File: config.mk
export PLATFORM = sky130hd
export DESIGN_NAME = quadrature_edge_decoder_modes_unit
export DESIGN_NICKNAME = d
export VERILOG_FILES = /design/src/rtl/core/qedm_pkg.sv /design/src/rtl/core/quadrature_edge_decoder_modes_unit.sv
export VERILOG_INCLUDE_DIRS = /design/src /design/src/rtl/core
export SDC_FILE = /design/constraint.sdc
export NUM_CORES = 1
export LEC_CHECK = 0
export BUFFER_PORTS_ARGS = -buffer_cell sky130_fd_sc_hd__clkbuf_2
export CORE_AREA = 4 4 79 67
export CTS_CLUSTER_DIAMETER = 100
export DETAILED_ROUTE_END_ITERATION = 10
export DIE_AREA = 0 0 83 71
export PLACE_DENSITY = 0.88
export REMOVE_ABC_BUFFERS = 1
export SLEW_MARGIN = 20
export SYNTH_ARGS = -nofsm -noshare
export SYNTH_HDL_FRONTEND = slang
export SYNTH_SLANG_ARGS = --single-unit
File: constraint.sdc
create_clock -name clk -period 6.4 [get_ports clk]
set_clock_uncertainty 0.15 [all_clocks]
set_input_delay 0.96 -clock clk [delete_from_list [all_inputs] [get_ports clk]]
set_output_delay 0.96 -clock clk [all_outputs]
set_load 0.02 [all_outputs]
File: src/rtl/core/assert_macros.svh
// ----------------------------------------------------------------------------
// Assertion macros
// Concurrent assertion wrappers; empty when SYNTHESIS is defined.
// ----------------------------------------------------------------------------
`ifndef ASSERT_MACROS_SVH
`define ASSERT_MACROS_SVH

`ifndef SYNTHESIS
`define ASSERT_ALWAYS(label, clk, rst_n, expr, msg) \
  label: assert property (@(posedge clk) disable iff (!rst_n) (expr)) else $error(msg);
`define ASSERT_IMPLIES(label, clk, rst_n, ante, cons, msg) \
  label: assert property (@(posedge clk) disable iff (!rst_n) (ante) |-> (cons)) else $error(msg);
`define ASSERT_NEXT(label, clk, rst_n, ante, cons, msg) \
  label: assert property (@(posedge clk) disable iff (!rst_n) (ante) |=> (cons)) else $error(msg);
`else
`define ASSERT_ALWAYS(label, clk, rst_n, expr, msg)
`define ASSERT_IMPLIES(label, clk, rst_n, ante, cons, msg)
`define ASSERT_NEXT(label, clk, rst_n, ante, cons, msg)
`endif

`endif

File: src/rtl/core/qedm_pkg.sv
// ----------------------------------------------------------------------------
// qedm_pkg
// Types and constants for the quadrature edge decoder.
// ----------------------------------------------------------------------------
package qedm_pkg;

  localparam int unsigned CfgDataW   = 32;
  localparam int unsigned CfgAddrW   = 3;
  localparam int unsigned CountW     = 8;
  localparam logic [CountW-1:0] ConfirmEdgesReset = 8'd8;
  localparam logic [CountW-1:0] CountMax          = 8'hFF;

  typedef enum logic [1:0] {
    OP_EDGE_A     = 2'd0,
    OP_EDGE_B     = 2'd1,
    OP_SHIFT_UP   = 2'd2,
    OP_SHIFT_DOWN = 2'd3
  } op_t;

  typedef enum logic [1:0] {
    MODE_INIT = 2'd0,
    MODE_SLOW = 2'd1,
    MODE_FAST = 2'd2
  } mode_t;

  typedef enum logic [0:0] {
    REG_CONFIRM_EDGES = 1'b0
  } reg_idx_t;

  localparam logic signed [2:0] StepNone = 3'sd0;
  localparam logic signed [2:0] StepFwd  = 3'sd1;
  localparam logic signed [2:0] StepRev  = -3'sd1;
  localparam logic signed [2:0] StepSkip = 3'sd2;

  typedef struct packed {
    op_t  operation;
    logic a_level;
    logic b_level;
  } in_item_t;

  typedef struct packed {
    logic signed [2:0] position_step;
    logic              direction;
    mode_t             mode;
    logic              shift_busy;
    logic              is_up;
    logic              is_down;
  } out_item_t;

endpackage

File: src/rtl/core/quadrature_edge_decoder_modes_unit.sv
// ----------------------------------------------------------------------------
// quadrature_edge_decoder_modes_unit
// Quadrature edge decoder with init, slow and fast modes and shift control.
// ----------------------------------------------------------------------------
// Result: registered; valid in the cycle after the request is accepted.
// Throughput: one request per cycle unless the output stalls; the decode is
//   one pass of logic between the state registers and the result register.
// Reset: synchronous, active low; state clears, confirm_edges returns to 8.
// ----------------------------------------------------------------------------
`include "assert_macros.svh"

module quadrature_edge_decoder_modes_unit (
  input  logic                           clk,
  input  logic                           rst_n,
  input  logic                           in_valid,
  output logic                           in_stall,
  input  qedm_pkg::in_item_t             in_data,
  output logic                           out_valid,
  input  logic                           out_stall,
  output qedm_pkg::out_item_t            out_data,
  input  logic                           psel,
  input  logic                           penable,
  input  logic                           pwrite,
  input  logic [qedm_pkg::CfgAddrW-1:0]  paddr,
  input  logic [qedm_pkg::CfgDataW-1:0]  pwdata,
  output logic [qedm_pkg::CfgDataW-1:0]  prdata,
  output logic                           pready
);
  import qedm_pkg::*;

  logic [CountW-1:0] confirm_edges_r;
  logic              dir_r, dir_nxt;
  logic              prev_a_r, prev_a_nxt;
  logic              prev_b_r, prev_b_nxt;
  logic              last_a_r, last_a_nxt;
  mode_t             mode_r, mode_nxt;
  logic              high_r, high_nxt;
  logic              slow_r, slow_nxt;
  logic              pend_r, pend_nxt;
  logic [CountW-1:0] count_r, count_nxt;
  logic [CountW-1:0] count_inc;
  logic              out_valid_r, out_valid_nxt;
  out_item_t         out_data_r, out_data_nxt;
  logic              in_accept;
  logic              is_a;
  logic              is_edge;
  logic              shift_up;
  logic              busy;
  logic              cfg_wr;
  reg_idx_t          cfg_idx;

  assign pready    = 1'b1;
  assign cfg_idx   = reg_idx_t'(paddr[CfgAddrW-1]);
  assign cfg_wr    = psel && penable && pwrite && pready;
  assign prdata    = (cfg_idx == REG_CONFIRM_EDGES) ?
                     {{(CfgDataW-CountW){1'b0}}, confirm_edges_r} : '0;

  assign in_stall  = out_valid_r && out_stall;
  assign in_accept = in_valid && !in_stall;
  assign out_valid = out_valid_r;
  assign out_data  = out_data_r;

  assign is_a      = (in_data.operation == OP_EDGE_A);
  assign is_edge   = (in_data.operation == OP_EDGE_A) || (in_data.operation == OP_EDGE_B);
  assign shift_up  = (in_data.operation == OP_SHIFT_UP);
  assign count_inc = (count_r == CountMax) ? count_r : count_r + 1'b1;

  // next state
  always_comb begin
    dir_nxt    = dir_r;
    prev_a_nxt = prev_a_r;
    prev_b_nxt = prev_b_r;
    last_a_nxt = last_a_r;
    mode_nxt   = mode_r;
    high_nxt   = high_r;
    slow_nxt   = slow_r;
    pend_nxt   = pend_r;
    count_nxt  = count_r;
    busy       = 1'b0;
    if (is_edge) begin
      last_a_nxt = is_a;
      unique case (mode_r)
        MODE_INIT: begin
          dir_nxt    = is_a ? (in_data.a_level ^ prev_b_r)
                            : ~(in_data.b_level ^ prev_a_r);
          prev_a_nxt = in_data.a_level;
          prev_b_nxt = in_data.b_level;
          count_nxt  = count_inc;
          if (!is_a && (count_inc >= confirm_edges_r)) begin
            count_nxt = '0;
            mode_nxt  = MODE_SLOW;
            slow_nxt  = 1'b1;
          end
        end
        MODE_SLOW: begin
          if (last_a_r == is_a) begin
            dir_nxt = ~dir_r;
          end
          if (pend_r) begin
            mode_nxt = MODE_FAST;
            pend_nxt = 1'b0;
          end
        end
        default: begin
          if (pend_r) begin
            mode_nxt = MODE_SLOW;
            pend_nxt = 1'b0;
          end
        end
      endcase
    end else if (shift_up) begin
      if (high_r) begin
        busy = 1'b0;
      end else if (pend_r) begin
        busy = 1'b1;
      end else if (slow_r) begin
        pend_nxt = 1'b1;
        slow_nxt = 1'b0;
        busy     = 1'b1;
      end else begin
        high_nxt = 1'b1;
      end
    end else begin
      if (slow_r) begin
        busy = 1'b0;
      end else if (pend_r) begin
        busy = 1'b1;
      end else if (high_r) begin
        pend_nxt = 1'b1;
        high_nxt = 1'b0;
        busy     = 1'b1;
      end else begin
        slow_nxt = 1'b1;
      end
    end
  end

  // result
  always_comb begin
    out_data_nxt.direction  = dir_nxt;
    out_data_nxt.mode       = mode_nxt;
    out_data_nxt.shift_busy = busy;
    out_data_nxt.is_up      = high_nxt && !pend_nxt;
    out_data_nxt.is_down    = slow_nxt && !pend_nxt;
    if (!is_edge) begin
      out_data_nxt.position_step = StepNone;
    end else if ((mode_r == MODE_INIT) || (mode_r == MODE_SLOW)) begin
      out_data_nxt.position_step = dir_nxt ? StepFwd : StepRev;
    end else begin
      out_data_nxt.position_step = (last_a_r == is_a) ? StepSkip : StepFwd;
    end
  end

  assign out_valid_nxt = in_accept || (out_valid_r && out_stall);

  always_ff @(posedge clk) begin
    if (!rst_n) begin
      confirm_edges_r <= ConfirmEdgesReset;
      dir_r           <= 1'b0;
      prev_a_r        <= 1'b0;
      prev_b_r        <= 1'b0;
      last_a_r        <= 1'b0;
      mode_r          <= MODE_INIT;
      high_r          <= 1'b0;
      slow_r          <= 1'b0;
      pend_r          <= 1'b0;
      count_r         <= '0;
      out_valid_r     <= 1'b0;
    end else begin
      if (cfg_wr && (cfg_idx == REG_CONFIRM_EDGES)) begin
        confirm_edges_r <= pwdata[CountW-1:0];
      end
      if (in_accept) begin
        dir_r    <= dir_nxt;
        prev_a_r <= prev_a_nxt;
        prev_b_r <= prev_b_nxt;
        last_a_r <= last_a_nxt;
        mode_r   <= mode_nxt;
        high_r   <= high_nxt;
        slow_r   <= slow_nxt;
        pend_r   <= pend_nxt;
        count_r  <= count_nxt;
      end
      out_valid_r <= out_valid_nxt;
    end
  end

  always_ff @(posedge clk) begin
    if (in_accept) begin
      out_data_r <= out_data_nxt;
    end
  end

  `ASSERT_IMPLIES(a_pend_no_up, clk, rst_n, pend_r, !high_r, "shift pending with up flag set")
  `ASSERT_NEXT(a_out_hold, clk, rst_n, out_valid_r && out_stall, out_valid_r, "result dropped")
  `ASSERT_NEXT(a_no_reinit, clk, rst_n, mode_r != MODE_INIT, mode_r != MODE_INIT, "back in init")
  `ASSERT_IMPLIES(a_count_init, clk, rst_n, mode_r != MODE_INIT, count_r == '0, "count outside init")
  `ASSERT_NEXT(a_result, clk, rst_n, in_accept, out_valid_r, "accepted request gave no result")

endmodule
== Yosys cells after proc, flatten, opt, wreduce, memory -nomap -nowiden ==
Index checks and enable logic that the tools add are counted.

* Register bits after elaboration: 35
* Input bits: 46
* Output and inout port bits: 44
* Word-level logic and storage cells: 90

* $add $sub $neg: 1
* $lt $le $gt $ge: 1
* Eq/ne operators: 5
* Mux-type cells: 43
* Bitwise gates (word level): 5
* Reduce and logical (&&, ||, !) cells: 18

{| class="wikitable"
|+ Operators by type and width
! operator !! number
|-
| two-way mux 1 bit || 31
|-
| two-way mux 8 bit || 3
|-
| two-way mux 2 bit || 5
|-
| adder 8 x 1 -> 8 bit, second input constant || 1
|-
| equality test 8 bit, second input constant || 1
|-
| >= comparator 8 bit || 1
|-
| logical AND 1 bit || 8
|-
| two-way mux 3 bit || 2
|-
| equality test 2 x 1 -> 1 bit, second input constant || 2
|-
| zero test 2 bit || 2
|-
| one-hot mux 2 bit (2 select lines) || 1
|-
| zero test 1 bit || 3
|-
| logical OR 1 bit || 3
|-
| inverter 1 bit || 3
|-
| AND reduction 3 bit || 1
|-
| equality test 2 bit, second input constant || 1
|-
| one-hot mux 1 bit (2 select lines) || 1
|-
| AND reduction 2 bit || 1
|-
| XOR 1 bit || 2
|-
| equality test 1 bit || 1
|}

== Longest topological paths before layout ==
* Word-level depth: 8
* Gate-level depth with buffers: 12
* Mapped depth without buffers: 11

== Worst setup path before layout ==
OpenSTA, ideal clock, no wires.

* Path kind: reg-to-reg
* Start point: register count_r[0]
* End point: register out_data_r (netlist bit out_data[3]) (data pin)
* Library setup time: 0.261 ns
* Arrival: 2.625 ns
* Data required time: 5.989 ns
* Slack: 3.364 ns
* Cell stages (with the launch flop): 13
* Path buffers: 1
* Cell sequence: dfxtp_1 ha_1 and2_1 buf_2 a31o_4 o21a_1 or2_2 ha_1 o211ai_1 nor2_1 a21oi_4 nor4_2 a221o_1

* Word-level cells in the longest chain between the ends: 7
* Elaborated cells on any way between the ends: 8
* Those cells by class: add/sub: 1; order compare: 1; eq/ne: 1; mux: 4; reduce/logical: 1

{| class="wikitable"
|+ Ends and longest elaborated chain
! what !! line !! RTL
|-
| start, declared || quadrature_edge_decoder_modes_unit.sv:40 || <nowiki>logic [CountW-1:0] count_r, count_nxt;</nowiki>
|-
| start signal, assigned || quadrature_edge_decoder_modes_unit.sv:182 || <nowiki>count_r <= count_nxt;</nowiki>
|-
| adder 8 x 1 -> 8 bit or equality test 8 bit (tied branches) || quadrature_edge_decoder_modes_unit.sv:66 || <nowiki>assign count_inc = (count_r == CountMax) ? count_r : count_r + 1'b1;</nowiki>
|-
| two-way mux 8 bit * || quadrature_edge_decoder_modes_unit.sv:66 ||
|-
| >= comparator 8 bit * || quadrature_edge_decoder_modes_unit.sv:89 || <nowiki>if (!is_a && (count_inc >= confirm_edges_r)) begin</nowiki>
|-
| logical AND 1 bit * || quadrature_edge_decoder_modes_unit.sv:89 ||
|-
| two-way mux 2 bit * || quadrature_edge_decoder_modes_unit.sv:89 ||
|-
| one-hot mux 2 bit (2 select lines) * || quadrature_edge_decoder_modes_unit.sv:82 || <nowiki>unique case (mode_r)</nowiki>
|-
| two-way mux 2 bit * || quadrature_edge_decoder_modes_unit.sv:80 || <nowiki>if (is_edge) begin</nowiki>
|-
| net mode_nxt[0] || quadrature_edge_decoder_modes_unit.sv:36 || <nowiki>mode_t mode_r, mode_nxt;</nowiki>
|-
| end signal, assigned || quadrature_edge_decoder_modes_unit.sv:190 || <nowiki>out_data_r <= out_data_nxt;</nowiki>
|-
| end, declared || quadrature_edge_decoder_modes_unit.sv:43 || <nowiki>out_item_t out_data_r, out_data_nxt;</nowiki>
|}

The timed path passes the listed nets; every way through them passes the cells marked *.
A chain may end at the register's enable or synchronous reset.

==> results.py <==
metrics = {
    "pwr": {
        "p_leak_nw": 1.03,
        "fin_total_pwr_mw": 0.473,
        "powerDensity_nw_per_um2": 191,
        "vdd_ir_drop_max_mv": 0.169,
    },
    "synthesis": {
        "synthArstFlopShare_pct": 0,
        "syn_inst": 276,
        "yosys_warnings": 0,
        "yosysMostFrequentCell": "nand2_1",
        "ys_top_cells_by_count": "40 x nand2_1, 26 x dfxtp_1, 25 x buf_4",
        "syn_area_per_cell_um2": 8.39,
        "ys_types": 54,
        "yosysTopAreaCell": "dfxtp_1",
        "syn_area_um2": 2310,
        "synth_top_area_share_pct": 22.5,
        "synth_seq_cells": 35,
        "synthTopCellsByArea": "dfxtp_1 22%, edfxtp_1 12%, buf_4 8.1%",
        "synth-edff-count": 9,
        "ys_seq_area_share_pct": 34.2,
        "ys.flop_type": "dfxtp_1",
    },
    "sta": {
        "maxSlewHeadroom_pct": 41.3,
        "final_max_slew_viol_count": 0,
        "worst_slew_pin_slew_ns": 0.881,
        "timing.final.ws_setup_ns": 3.02,
        "final.period_utilization_pct": 52.8,
        "timing.hold.ws_ns": 0.317,
        "hold_violations": 0,
        "setup_tns_ns": 0,
        "timing.fmax_mhz": 296,
        "fin_crit_ns": 3.38,
        "grt_setup_unrepaired": "no",
        "finalSetupViolCount": 0,
    },
    "routing": {
        "drtIter0Drc": 111,
        "ant_nets": 0,
        "vias_per_cell": 5.23,
        "vias": 1888,
        "wl_per_cell_um": 12.6,
        "drc_errors": 0,
        "firstDrtPassIters": 4,
        "wl_um": 4550,
    },
    "min_path": {
        "hold_end": "confirm_edges_r[7]",
        "min_from": "confirm_edges_r[7]",
        "hold_depth": 2,
        "min_path_type": "flip-flop to flip-flop",
    },
    "critical_path": {
        "worst-setup-path-type": "flip-flop to flip-flop",
        "regToRegStartpoint": "count_r[0]",
        "r2r_end": "out_data[0]",
        "crit_arrival_ns": 3.27,
        "critPathLaunchType": "flip-flop",
        "rrSetupSlack_ns": 3.02,
        "r2r_cells": 9,
        "cp_max_fo": 11,
        "critPathCaptureType": "flip-flop",
        "crit_required_ns": 6.29,
    },
    "cells_and_area": {
        "nNetsFinal": 355,
        "layout-drive-gt1-share_pct": 16.9,
        "final_util_pct": 55.5,
        "stdcell_area_um2": 2470,
        "instances_no_fill": 361,
        "diodes": 0,
        "syn2layout_area_growth_pct": 6.86,
    },
    "floorplan": {
        "ios": 90,
        "initial_core_util_pct": 51.9,
        "fp.dieArea_um2": 5890,
        "core_area_um2": 4460,
        "die_x_um": 83,
        "fp.dieH_um": 71,
        "num_rows": 22,
    },
    "clock_tree": {
        "cts.path.max_buffers": 2,
        "cts_inserted_buffers": 5,
        "cts_tree": "done",
        "clk_pin_slew_ns": 0.07,
        "clockRootBuffer": "clkbuf_8",
        "post_cts_buffers": 0,
        "cts_resized": 0,
        "cts_num_sinks": 35,
        "clk_latency_ns": 0.28,
        "htreeDepth": 2,
        "cts_hold_buf": 0,
    },
    "grt": {
        "grt_util_met2_pct": 27.3,
        "grt_usage_pct": 15.6,
        "grt_first_pass_wirelength_um": 7720,
        "grt_use_met1_pct": 18.5,
        "grt.met3_usage_pct": 3.84,
        "grt_pass1_vias": 1800,
        "grt_antenna_before_repair": 0,
        "grt_max_degree": 28,
        "top_usage_layer": "met2",
        "overflow": 0,
    },
    "placed_design": {
        "gp_congestion": 0.805,
        "dp.cells": 353,
        "pre_cts_slack_ns": 3.07,
        "dp_hpwl_um": 3340,
        "io_buffers": 38,
        "postPlaceCellArea_um2": 2390,
    },
    "run_status": {
        "status": "complete, no violations",
    },
    "flow_run": {
        "drv_cap": 0,
    },
}
## power by group
part           switching, mW  internal [mW]  total [mW]
clock                 0.0762         0.0741       0.150
sequential           0.00683          0.237       0.244
combinational         0.0523         0.0265      0.0789
## cells by family after synthesis
family	share of synthesized area, %
XOR/XNOR	2.65
other	0.324
AND/OR/NAND/NOR	21.0
flip-flops	34.2
multiplexers	3.62
buffers and inverters	13.2
AO/OA/AOI/OAI	20.1
adder cells (fa/ha/maj)	4.86
## placed cells by master, fill, tap and decap left out, types with 2 or more instances in the layout
cell type	count
nand2_1	40
clkbuf_2	38
dfxtp_1	26
conb_1	25
nor2_1	15
a21boi_0	14
nor3_1	9
inv_1	9
ha_1	9
edfxtp_1	9
o21ai_0	8
nand2b_1	7
nand3_1	7
a21oi_1	7
o21a_1	5
mux2i_1	5
clkbuf_8	5
o22ai_1	4
and3_1	4
xnor2_1	4
nor2b_1	4
o211ai_1	3
xor2_1	3
mux2_2	3
o31ai_1	2
and2_1	2
nand4_1	2
a31oi_1	2
o2bb2ai_1	2
nand3b_1	2
o211a_1	2
clkinv_1	2
## area by class of cell
class	count	area (µm²)
clock buffers	6	72.6
clock inverters	2	7.51
fillers	409	1990
inverters	9	33.8
multi-input cells	211	1300
flip-flops and latches	35	791
well taps	60	75.1
repair buffers	38	190
## registers in the layout, summed over array words and instances (netlist names)
signal           count
confirm_edges_r      8
count_r              8
dir_r                1
high_r               1
last_a_r             1
mode_r               2
out_data             9
out_valid            1
pend_r               1
prev_a_r             1
prev_b_r             1
slow_r               1
## routing by layer
| layer | vias up | part of all wire [%] |
|---|---|---|
| li1 | 965 | - |
| met1 | 857 | 46 |
| met2 | 59 | 48 |
| met3 | 7 | 5.9 |
| met4 | 0 | 0.99 |
| met5 | - | 0 |
## worst max path at each step
stage	startpoint	end	depth (start not counted)
finish	count_r[0]	out_data[0]	9
global route	count_r[0]	out_data[0]	10
CTS	count_r[0]	out_data[3]	10
detailed placement	count_r[0]	out_data[3]	10
global placement	count_r[0]	out_data[0]	10
floorplan	count_r[0]	out_data[3]	10
## worst max-delay path: stages, from the launching register on
cell and delay, ns:
dfxtp_1 0.44, ha_1 0.24, and2_1 0.29, nand4_1 0.14, mux2_2 0.31, ha_1 0.27
o21a_1 0.17, o22ai_1 0.66, nor4_2 0.14, o311a_1 0.32
(Power assumes the default switching activity.)
